==> config.mk <==
export PLATFORM = sky130hd
export DESIGN_NAME = qrs_disc
export DESIGN_NICKNAME = d
export VERILOG_FILES = /design/src/qrs_pkg.sv /design/src/qrs_disc.sv
export SDC_FILE = /design/constraint.sdc
export NUM_CORES = 2
export LEC_CHECK = 0
export BUFFER_PORTS_ARGS = -buffer_cell sky130_fd_sc_hd__clkbuf_2
export CAP_MARGIN = 20
export CELL_PAD_IN_SITES_DETAIL_PLACEMENT = 1
export CELL_PAD_IN_SITES_GLOBAL_PLACEMENT = 1
export CORE_ASPECT_RATIO = 0.5
export CORE_MARGIN = 3
export CORE_UTILIZATION = 45
export DETAILED_ROUTE_END_ITERATION = 10
export PLACE_DENSITY_LB_ADDON = 0.15
export SYNTH_ARGS = -nofsm -noshare
export SYNTH_HDL_FRONTEND = slang
export SYNTH_SLANG_ARGS = --single-unit
==> constraint.sdc <==
create_clock -name clock -period 7.6 [get_ports clock]
set_input_delay 0.38 -clock clock [delete_from_list [all_inputs] [get_ports clock]]
set_output_delay 0.38 -clock clock [all_outputs]
set_load 0.01 [all_outputs]
==> src/qrs_pkg.sv <==
// Package for the quadratic root solver: status codes and fixed widths.
// Used by every module of the block; depends on nothing.
`timescale 1ns / 1ps
package qrs_pkg;
   localparam int ROOT_W  = 34;
   localparam int DROOT_W = 33;
   localparam int STAT_W  = 2;
   localparam logic [STAT_W-1:0] STAT_OK       = 2'd0;
   localparam logic [STAT_W-1:0] STAT_NEG_DISC = 2'd1;
   localparam logic [STAT_W-1:0] STAT_A_ZERO   = 2'd2;
endpackage

==> src/qrs_disc.sv <==
// Discriminant stage: b*b and 4ac in one registered stage, the difference in the next.
// Depends on qrs_pkg for the status codes.
`timescale 1ns / 1ps
module qrs_disc #(
   parameter int CW = 16,
   parameter int DW = 2 * CW + 2
) (
   input  logic                 clock,
   input  logic                 reset,
   input  logic                 in_valid,
   input  logic signed [CW-1:0] in_a,
   input  logic signed [CW-1:0] in_b,
   input  logic signed [CW-1:0] in_c,
   output logic                 out_valid,
   output logic signed [CW-1:0] out_a,
   output logic signed [CW-1:0] out_b,
   output logic        [DW-2:0] out_disc,
   output logic [qrs_pkg::STAT_W-1:0] out_status
);
   logic                 v1_ff, v2_ff;
   logic signed [CW-1:0] a1_ff, b1_ff, a2_ff, b2_ff;
   logic signed [DW-1:0] bb_ff, ac4_ff, d_in;
   logic        [DW-2:0] d_ff;
   logic [qrs_pkg::STAT_W-1:0] st_in, st_ff;

   // Products first, registered before the subtract.
   always_ff @(posedge clock) begin
      if (reset) begin
         v1_ff <= 1'b0;
         v2_ff <= 1'b0;
      end else begin
         v1_ff <= in_valid;
         v2_ff <= v1_ff;
      end
      a1_ff  <= in_a;
      b1_ff  <= in_b;
      bb_ff  <= DW'(DW'(in_b) * DW'(in_b));
      ac4_ff <= DW'(DW'(in_a) * DW'(in_c)) <<< 2;
      a2_ff  <= a1_ff;
      b2_ff  <= b1_ff;
      d_ff   <= (d_in < 0) ? '0 : d_in[DW-2:0];
      st_ff  <= st_in;
   end

   // Classify the item: negative discriminant wins over a zero leading term.
   always_comb begin
      d_in = bb_ff - ac4_ff;
      if (d_in < 0) st_in = qrs_pkg::STAT_NEG_DISC;
      else if (a1_ff == '0) st_in = qrs_pkg::STAT_A_ZERO;
      else st_in = qrs_pkg::STAT_OK;
   end

   assign out_valid  = v2_ff;
   assign out_a      = a2_ff;
   assign out_b      = b2_ff;
   assign out_disc   = d_ff;
   assign out_status = st_ff;
endmodule

==> results.sh <==
export IMPL_status="complete, no violations"
export IMPL_hold_violations=0
export IMPL_ys_flop_type="dfxtp_1"
export IMPL_ys_top_cells_by_count="inv_1 (650), fa_1 (497), nand2_1 (220)"
export IMPL_cts_root_buf="clkbuf_16"
export IMPL_antenna_found_initial=0
export IMPL_min_path_cells=2
export IMPL_crit_required_ns=7.99
export IMPL_fmax_mhz=161
export IMPL_layout_setup_ws_ns=1.38
export IMPL_synth_compound_gate_area_share_pct=6.80
export IMPL_synthMostInstantiatedCell="inv_1"
export IMPL_tightest_slew_ns=1.00
export IMPL_finalMaxSlewViolations=0
export IMPL_nets=3327
export IMPL_r2r_start="ac4_ff[3]"
export IMPL_holdPathEnd="v1_ff"
export IMPL_hpwl_um=50200
export IMPL_grt_pass1_wl_um=100000
export IMPL_remaining_drc_errors=0
export IMPL_clk_path_buf_depth=2
export IMPL_wl_per_cell_um=18.3
export IMPL_critPathKind="in2reg"
export IMPL_vias_per_cell=4.96
export IMPL_final_antenna_net_count=0
export IMPL_synth_area_um2=23900
export IMPL_cts_hold_buf=0
export IMPL_yosysUniqueCellTypes=67
export IMPL_crit_slowest_cell="fa_1"
export IMPL_drt_pass1_iter_count=5
export IMPL_cts_tree="built"
export IMPL_rsz0062_at_grt="false"
export IMPL_first_global_vias=18411
export IMPL_via_count=16298
export IMPL_async_flop_share_pct=0
export IMPL_cts_max_level=4
export IMPL_synthAdderAreaFrac_pct=52.0
export IMPL_reg2reg_to="out_disc[19]"
export IMPL_synth_enable_flop_cells=0
export IMPL_fill_cells=5834
export IMPL_syn_nets=3253
export IMPL_gp_congestion=0.852
export IMPL_initial_core_util_pct=46.5
export IMPL_die_area_um2=56000
export IMPL_worstPathArrival_ns=6.61
export IMPL_critPathMaxFanout=16
export IMPL_ys_seq_elements=162
export IMPL_yosysTopAreaCellShare_pct=41.7
export IMPL_syn_avg_cell_area_um2=9.52
export IMPL_fp_coreArea_um2=51300
export IMPL_post_cts_resize_count=0
export IMPL_cp_common_cell="fa_1"
export IMPL_num_rows=58
export IMPL_area_growth_pct=7.50
export IMPL_cts_num_sinks=162
export IMPL_synth_top_cell_by_area="fa_1"
export IMPL_setup_tns_ns=0
export IMPL_grt_use_total_pct=22.6
export IMPL_min_from="reset"
export IMPL_synthXorXnorAreaFrac_pct=3.63
export IMPL_portBuffers=117
export IMPL_reg2reg_depth=12
export IMPL_wl_um=60200
export IMPL_drtIter0Drc=768
export IMPL_grt_remaining_overflow=0
export IMPL_ys_warn_count=0
export IMPL_final_util_pct=50.0
export IMPL_netlist_top_cells_area="fa_1 (42%), dfxtp_1 (14%), ha_1 (10%)"
export IMPL_n_antenna_cell=0
export IMPL_dieHeight_um=169
export IMPL_startpoint_type="input pin"
export IMPL_crit_chain="clkbuf_2, nand2_1, inv_1, fa_1, fa_1, fa_1, fa_1, fa_1, inv_1, fa_1, inv_1, ha_1, a21o_1, nor2_1, o21ai_0, a21oi_1, o21ai_0, a2111oi_2, o21bai_1, a21oi_1, xnor2_1"
export IMPL_period_needed_ns=6.22
export IMPL_drive_gt1_share_pct=7.05
export IMPL_slew_headroom_pct=32.7
export IMPL_synth_mux_area_share_pct=0.0838
export IMPL_ys_seq_area_share_pct=13.6
export IMPL_io_pin_count=119
export IMPL_finalCritPeriodShare_pct=81.8
export IMPL_cts_buffers_inserted=17
export IMPL_place_ws_ns=0.922
export IMPL_synth_top_family_by_area="adder cells"
export IMPL_cts_setup_buffers=0
export IMPL_critical_path_max_stage_delay_ns=0.94
export IMPL_maxCapViolations=0
export IMPL_die_w_um=332
export IMPL_setup_viol_count_final=0
export IMPL_yosys_area_share_simple_pct=12.5
export IMPL_reg2reg_setup_slack_ns=4.52
export IMPL_crit_start="in_c[1]"
export IMPL_skew_ns=0.0236
export IMPL_grt_start_max_net_pins=33
export IMPL_holdCritPathClass="in2reg"
export IMPL_clk_pin_slew_worst_paths_ns=0.09
export IMPL_clock_latency_ns=0.46
export IMPL_endpoint_kind="flip-flop"
export IMPL_netlist_instances=2507
-- worst max-delay path by stage --
| stage | endpoint | slack [ns] |
|---|---|---|
| after floorplan | bb_ff[28] | 1.48 |
| after global placement | bb_ff[28] | 1.09 |
| after detailed placement | ac4_ff[33] | 0.92 |
| after CTS | bb_ff[28] | 1.39 |
| after global routing | ac4_ff[33] | 1.02 |
| final | ac4_ff[33] | 1.38 |
-- metrics by stage --
step | area [um2] | instances | hold WS (ns)
after floorplan | 23900 | 2507 | 0.310
after global placement | 25100 | 3252 | 0.310
after detailed placement | 25100 | 3252 | 0.313
after CTS | 25700 | 3284 | 0.0629
after global routing | 25700 | 3284 | 0.0846
final | 25700 | 3284 | 0.0844
-- cell usage in the layout (no fill, tap or decap), drive strengths merged, types with 72 or more instances in the layout --
| cell type | n |
|---|---|
| a21oi | 72 |
| fa | 497 |
| nand2 | 220 |
| inv | 660 |
| nor2 | 94 |
| dfxtp | 162 |
| xnor2 | 73 |
| and2 | 172 |
| ha | 198 |
| clkbuf | 134 |
-- logic make-up after synthesis --
group / after synthesis
buffers and inverters: 714
adder cells (fa/ha/maj): 695
AND/OR/NAND/NOR: 601
AO/OA/AOI/OAI: 233
flip-flops: 162
XOR/XNOR: 99
multiplexers: 2
other: 1
-- final cells by class --
cell class                 count  area, um2  area share [%]
inverter                     650       2440            9.51
clock buffer                  17        425            1.66
clock inverter                15        175           0.682
timing repair buffer         119        601            2.34
multi-input combinational   1631      17900            69.8
tap                          690        863            3.36
sequential                   162       3240            12.6
-- worst max-delay path, delay by kind of cell --
kind,cells,cell delay (ns)
adder cells (fa/ha/maj),7,3.95
AO/OA/AOI/OAI,7,1.34
buffers and inverters,4,0.46
AND/OR/NAND/NOR,2,0.32
XOR/XNOR,1,0.14
-- per-layer routing --
layer	GRT usage (%)	up-vias	wire length (um)
met5	0	-	0
met1	32.0	8376	28700
met3	3.42	53	2430
li1	-	7608	-
met2	37.1	261	28000
met4	4.89	0	1060
-- state kept, by name, summed over array words and instances (netlist names) --
register and count:
v1_ff 1, ac4_ff 32, out_disc 32, out_status 2, out_b 16, out_valid 1
a1_ff 16, bb_ff 31, b1_ff 15, out_a 16
Power is not shown: default switching activity piles up to over one toggle a cycle in this logic, so the estimate is an artifact.
