--- src/qrs_pkg.sv ---
// Package for the quadratic root solver: status codes and fixed widths.
// Used by every module of the block; depends on nothing.
`timescale 1ns / 1ps
package qrs_pkg;
   localparam int ROOT_W  = 34;
   localparam int DROOT_W = 33;
   localparam int STAT_W  = 2;
   localparam logic [STAT_W-1:0] STAT_OK       = 2'd0;
   localparam logic [STAT_W-1:0] STAT_NEG_DISC = 2'd1;
   localparam logic [STAT_W-1:0] STAT_A_ZERO   = 2'd2;
endpackage

--- src/qrs_sqrt.sv ---
// Pipelined integer square root, one result bit per stage, of disc * 2^(2*FB).
// Depends on qrs_pkg; carries the coefficients and status alongside.
`timescale 1ns / 1ps
module qrs_sqrt #(
   parameter int CW = 16,
   parameter int FB = 16,
   parameter int DW = 2 * CW + 1,
   parameter int RW = (DW + 1) / 2 + FB
) (
   input  logic                 clock,
   input  logic                 reset,
   input  logic                 in_valid,
   input  logic signed [CW-1:0] in_a,
   input  logic signed [CW-1:0] in_b,
   input  logic        [DW-1:0] in_disc,
   input  logic [qrs_pkg::STAT_W-1:0] in_status,
   output logic                 out_valid,
   output logic signed [CW-1:0] out_a,
   output logic signed [CW-1:0] out_b,
   output logic        [RW-1:0] out_root,
   output logic [qrs_pkg::STAT_W-1:0] out_status
);
   localparam int XW = 2 * RW;
   logic                 v_ff   [RW+1];
   logic signed [CW-1:0] a_ff   [RW+1];
   logic signed [CW-1:0] b_ff   [RW+1];
   logic        [XW-1:0] x_ff   [RW+1];
   logic        [RW+1:0] rem_ff [RW+1];
   logic        [RW-1:0] r_ff   [RW+1];
   logic [qrs_pkg::STAT_W-1:0] st_ff [RW+1];

   // Stage zero loads the radicand; the rest of the line shifts with the data.
   always_comb begin
      v_ff[0]   = in_valid;
      a_ff[0]   = in_a;
      b_ff[0]   = in_b;
      x_ff[0]   = XW'(in_disc) << (2 * FB);
      rem_ff[0] = '0;
      r_ff[0]   = '0;
      st_ff[0]  = in_status;
   end

   for (genvar i = 0; i < RW; i++) begin : g_step
      logic [RW+1:0] rem_in, trial_in;
      // Bring down one bit pair and try to subtract 4r+1.
      always_comb begin
         rem_in   = {rem_ff[i][RW-1:0], x_ff[i][XW-1 -: 2]};
         trial_in = {r_ff[i], 2'b01};
      end
      always_ff @(posedge clock) begin
         if (reset) v_ff[i+1] <= 1'b0;
         else v_ff[i+1] <= v_ff[i];
         a_ff[i+1]  <= a_ff[i];
         b_ff[i+1]  <= b_ff[i];
         st_ff[i+1] <= st_ff[i];
         x_ff[i+1]  <= x_ff[i] << 2;
         if (rem_in >= trial_in) begin
            rem_ff[i+1] <= rem_in - trial_in;
            r_ff[i+1]   <= {r_ff[i][RW-2:0], 1'b1};
         end else begin
            rem_ff[i+1] <= rem_in;
            r_ff[i+1]   <= {r_ff[i][RW-2:0], 1'b0};
         end
      end
   end

   assign out_valid  = v_ff[RW];
   assign out_a      = a_ff[RW];
   assign out_b      = b_ff[RW];
   assign out_root   = r_ff[RW];
   assign out_status = st_ff[RW];
endmodule

--- config.mk ---
export PLATFORM = sky130hd
export DESIGN_NAME = qrs_sqrt
export DESIGN_NICKNAME = d
export VERILOG_FILES = /design/src/qrs_pkg.sv /design/src/qrs_sqrt.sv
export SDC_FILE = /design/constraint.sdc
export NUM_CORES = 2
export LEC_CHECK = 0
export BUFFER_PORTS_ARGS = -buffer_cell sky130_fd_sc_hd__buf_2
export CAP_MARGIN = 10
export CORE_MARGIN = 5
export CORE_UTILIZATION = 40
export DETAILED_ROUTE_END_ITERATION = 8
export GPL_TIMING_DRIVEN = 0
export MAX_ROUTING_LAYER = met4
export PLACE_DENSITY = 0.52
export SYNTH_ARGS = -nofsm -noshare
export SYNTH_HDL_FRONTEND = slang
export SYNTH_SLANG_ARGS = --single-unit
--- constraint.sdc ---
create_clock -name clock -period 4.98 [get_ports clock]
set_input_delay 0.996 -clock clock [delete_from_list [all_inputs] [get_ports clock]]
set_output_delay 0.996 -clock clock [all_outputs]
set_load 0.1 [all_outputs]
==> results.yml <==
status:
  status: "completed"
power:
  p_leak_uw: 0.0525
  ir_worst_vdd_v: 0.000303
  powerDensity_mw_per_mm2: 533
yosys:
  synth-seq-cells: 2959
  ys_seq_area_frac: 0.598
  syn_inst: 9142
  yosys.cell_types.count: 91
  synth_edf_count: 0
  synthesis.nets: 9793
  synth.avg_cell_area_um2: 10.8
  syn_area_mm2: 0.0991
  synth-async-reset-ratio: 0
  ys.warnings.count: 0
  synth_flop_cell: "dfxtp_1"
worst_setup_path:
  crit_type: "reg -> reg"
  reg2reg_slack_ns: 0.38
  path_max_fanout: 11
  cp-start-kind: "flip-flop"
  cp.required_ns: 5.75
  cp.arrival_ns: 5.37
  critPathCaptureType: "flip-flop"
global_route:
  grt_pass1_wl_um: 321000
  groute.usage.overall: 0.156
  first_global_vias: 62100
  antenna_found_initial: 3
  grt_max_degree: 17
  overflow: 0
sta:
  setup_tns_ns: 0
  maxSlewViolCount: 0
  maxSlewHeadroom: 0.151
  whs_ns: 0.155
  rsz0062_at_grt: "no"
  worst_pin_slew_ns: 1.26
  fin_skew_ns: 0.0831
  fmax_mhz: 218
  worst_slack_ns: 0.383
  fin_crit_sh: 0.923
  setup_viol: 0
  finalHoldViolations: 0
  period_needed_ns: 4.60
cts:
  cts_tree: "built"
  clock_sinks: 2959
  postCtsHoldBufs: 0
  cts.path.max_buffers: 4
  post_cts_buffers: 0
  cts-resized-gates: 1
  cts_made_buffers: 322
  clkLatencyLatePin_ns: 0.91
  root_buffer: "clkbuf_16"
  clkSlewWorstSetupHoldPaths_ns: 0.06
  h-tree-depth: 5
min_path:
  hold_path_class: "in -> reg"
die:
  core_area_mm2: 0.246
  rows: 182
  fp.dieH_um: 508
  die_area_mm2: 0.258
  start_util: 0.402
  pin_count: 138
  die_x_um: 508
cells_and_area:
  fin_nets: 10300
  utilization: 0.465
  syn_to_final_growth_pct: 15.6
  drive_gt1_frac: 0.0867
placed_design:
  pre_cts_ws_ns: -0.0713
  gp_congestion: 0.857
  io_buffer_count: 137
  hpwl_um: 150000
route:
  drtIter0Drc: 3349
  drc: 0
  drtAntennaViolNets: 0
  post_drt_via_cell_ratio: 4.73
  route.vias.total: 62100
  wirelength_um: 198000
  dr.pass1.iters: 8
  wl_per_cell_um: 15.1
run:
  cap_violations: 0
area by class of cell:
type | instances | area [um^2]
Multi-Input combinational cell | 5279 | 36300
Clock inverter | 119 | 1550
Inverter | 726 | 2730
Sequential cell | 2959 | 59200
Tap cell | 3312 | 4140
Fill cell | 22700 | 132000
Clock buffer | 427 | 9070
Timing Repair Buffer | 140 | 701
Antenna cell | 2 | 5.00
Buffer | 178 | 807
through the flow:
stage / instances / total power [uW] / instance area [um^2]
after floorplan: 9142 / 35500 / 99100
after global placement: 12600 / 38100 / 104000
after detailed placement: 12600 / 38200 / 104000
after CTS: 13100 / 62100 / 115000
after global routing: 13100 / 64500 / 115000
final: 13100 / 61100 / 115000
kinds of logic (layout without fill, tap and decap cells):
group                      Yosys count  count (layout)  share of synthesized area
xor gates and xnor gates           774             774                     0.0684
other                                1               3                  0.0000379
DFF                               2959            2959                      0.598
buffers and inverters              904            1590                     0.0357
muxes                              111             111                     0.0125
and+or+nand+nor                   2106            2106                      0.105
AOI/OAI and AO/OA                 1706            1706                      0.106
adders and majority gates          581             581                     0.0745
metal layers:
layer / vias up / wire length, um / track usage
li1: 31800 / - / -
met1: 28800 / 88300 / 0.188
met2: 1092 / 95100 / 0.264
met3: 406 / 8530 / 0.0284
met4: 0 / 6000 / 0.0515
met5: - / 0 / -
placed cells by master, fill, tap and decap left out, types with 24 or more instances in the layout:
| cell | instances |
|---|---|
| clkbuf_1 | 173 |
| clkbuf_8 | 55 |
| inv_1 | 724 |
| or3_1 | 85 |
| buf_4 | 34 |
| or2_2 | 36 |
| clkinv_2 | 53 |
| nor2b_1 | 97 |
| dfxtp_1 | 2959 |
| xnor2_1 | 417 |
| nor4_1 | 109 |
| ha_1 | 566 |
| nand3_1 | 111 |
| nand4_1 | 65 |
| a31oi_1 | 40 |
| and3_1 | 42 |
| a21boi_0 | 24 |
| o21bai_1 | 67 |
| o211ai_1 | 28 |
| a21o_1 | 213 |
| nor2_1 | 482 |
| a211oi_1 | 41 |
| o21ai_0 | 485 |
| buf_2 | 147 |
| bufinv_16 | 33 |
| nand2b_1 | 88 |
| o31ai_1 | 52 |
| o21a_1 | 95 |
| mux2_2 | 98 |
| or4_1 | 48 |
| and2_1 | 28 |
| xor2_1 | 357 |
| a21oi_1 | 505 |
| clkbuf_16 | 325 |
| nand2_1 | 608 |
| nor3_1 | 200 |
| nand3b_1 | 29 |
critical path, stage by stage (launching register included):
cell      delay (ns)
dfxtp_1         0.37
inv_1           0.06
ha_1            0.35
o21ai_0         0.14
nor4_1          0.34
nor3_1          0.19
a221oi_1        0.55
a31oi_1         0.23
o21ai_1         0.40
a311oi_1        0.32
o31ai_4         0.60
buf_2           0.38
buf_2           0.38
a21oi_1         0.14
path summary, 6_finish.rpt:
kind / from / to / cells after the start
worst max-delay path: g_step[30].trial_in[4]$_DFF_P_ / g_step[31].rem_in[31]$_DFF_P_ / 13
worst min-delay path: in_disc[7] / x_ff[2153]$_DFF_P_ / 1
worst min register to register: b_ff[212]$_DFF_P_ / b_ff[196]$_DFF_P_ / 0
worst max register to register: g_step[30].trial_in[4]$_DFF_P_ / g_step[31].rem_in[31]$_DFF_P_ / 13
report_power, final:
group,switching [uW],total [uW],internal (uW)
Clock,8990,23400,14400
Sequential,2220,29100,26800
Combinational,4770,8580,3810
Total,16000,61100,45100
flip-flops by register name, indices dropped and copies added (netlist names), 2 cells and up:
register and count:
out_status 2, out_b 16, out_root 33, a_ff 512, g_step.rem_in 1003, out_a 16
g_step.trial_in 528, st_ff 64, x_ff 240, b_ff 512, v_ff 32
synthesized netlist by cell type, types with 24 or more instances:
library cell	n	share of area
inv_1	724	0.027
xor2_1	357	0.032
a21o_1	213	0.016
o21ai_0	487	0.025
nor2_1	482	0.018
nand3b_1	29	0.0022
or4_1	48	0.0036
o211ai_1	28	0.0021
o21bai_1	67	0.0051
nor2b_1	97	0.0061
a31oi_1	40	0.0025
buf_4	34	0.0026
nand2b_1	88	0.0056
nand4_1	65	0.0041
dfxtp_1	2959	0.60
mux2_2	98	0.011
xnor2_1	417	0.037
ha_1	566	0.071
a21oi_1	505	0.026
a21boi_0	24	0.0018
and2_1	28	0.0018
o31ai_1	52	0.0039
nand3_1	111	0.0056
a211oi_1	41	0.0031
clkbuf_1	127	0.0048
or3_1	85	0.0054
nor3_1	200	0.010
nand2_1	608	0.023
o21a_1	95	0.0072
or2_2	36	0.0023
nor4_1	109	0.0069
and3_1	42	0.0027
Power figures use the tool's default switching activity.
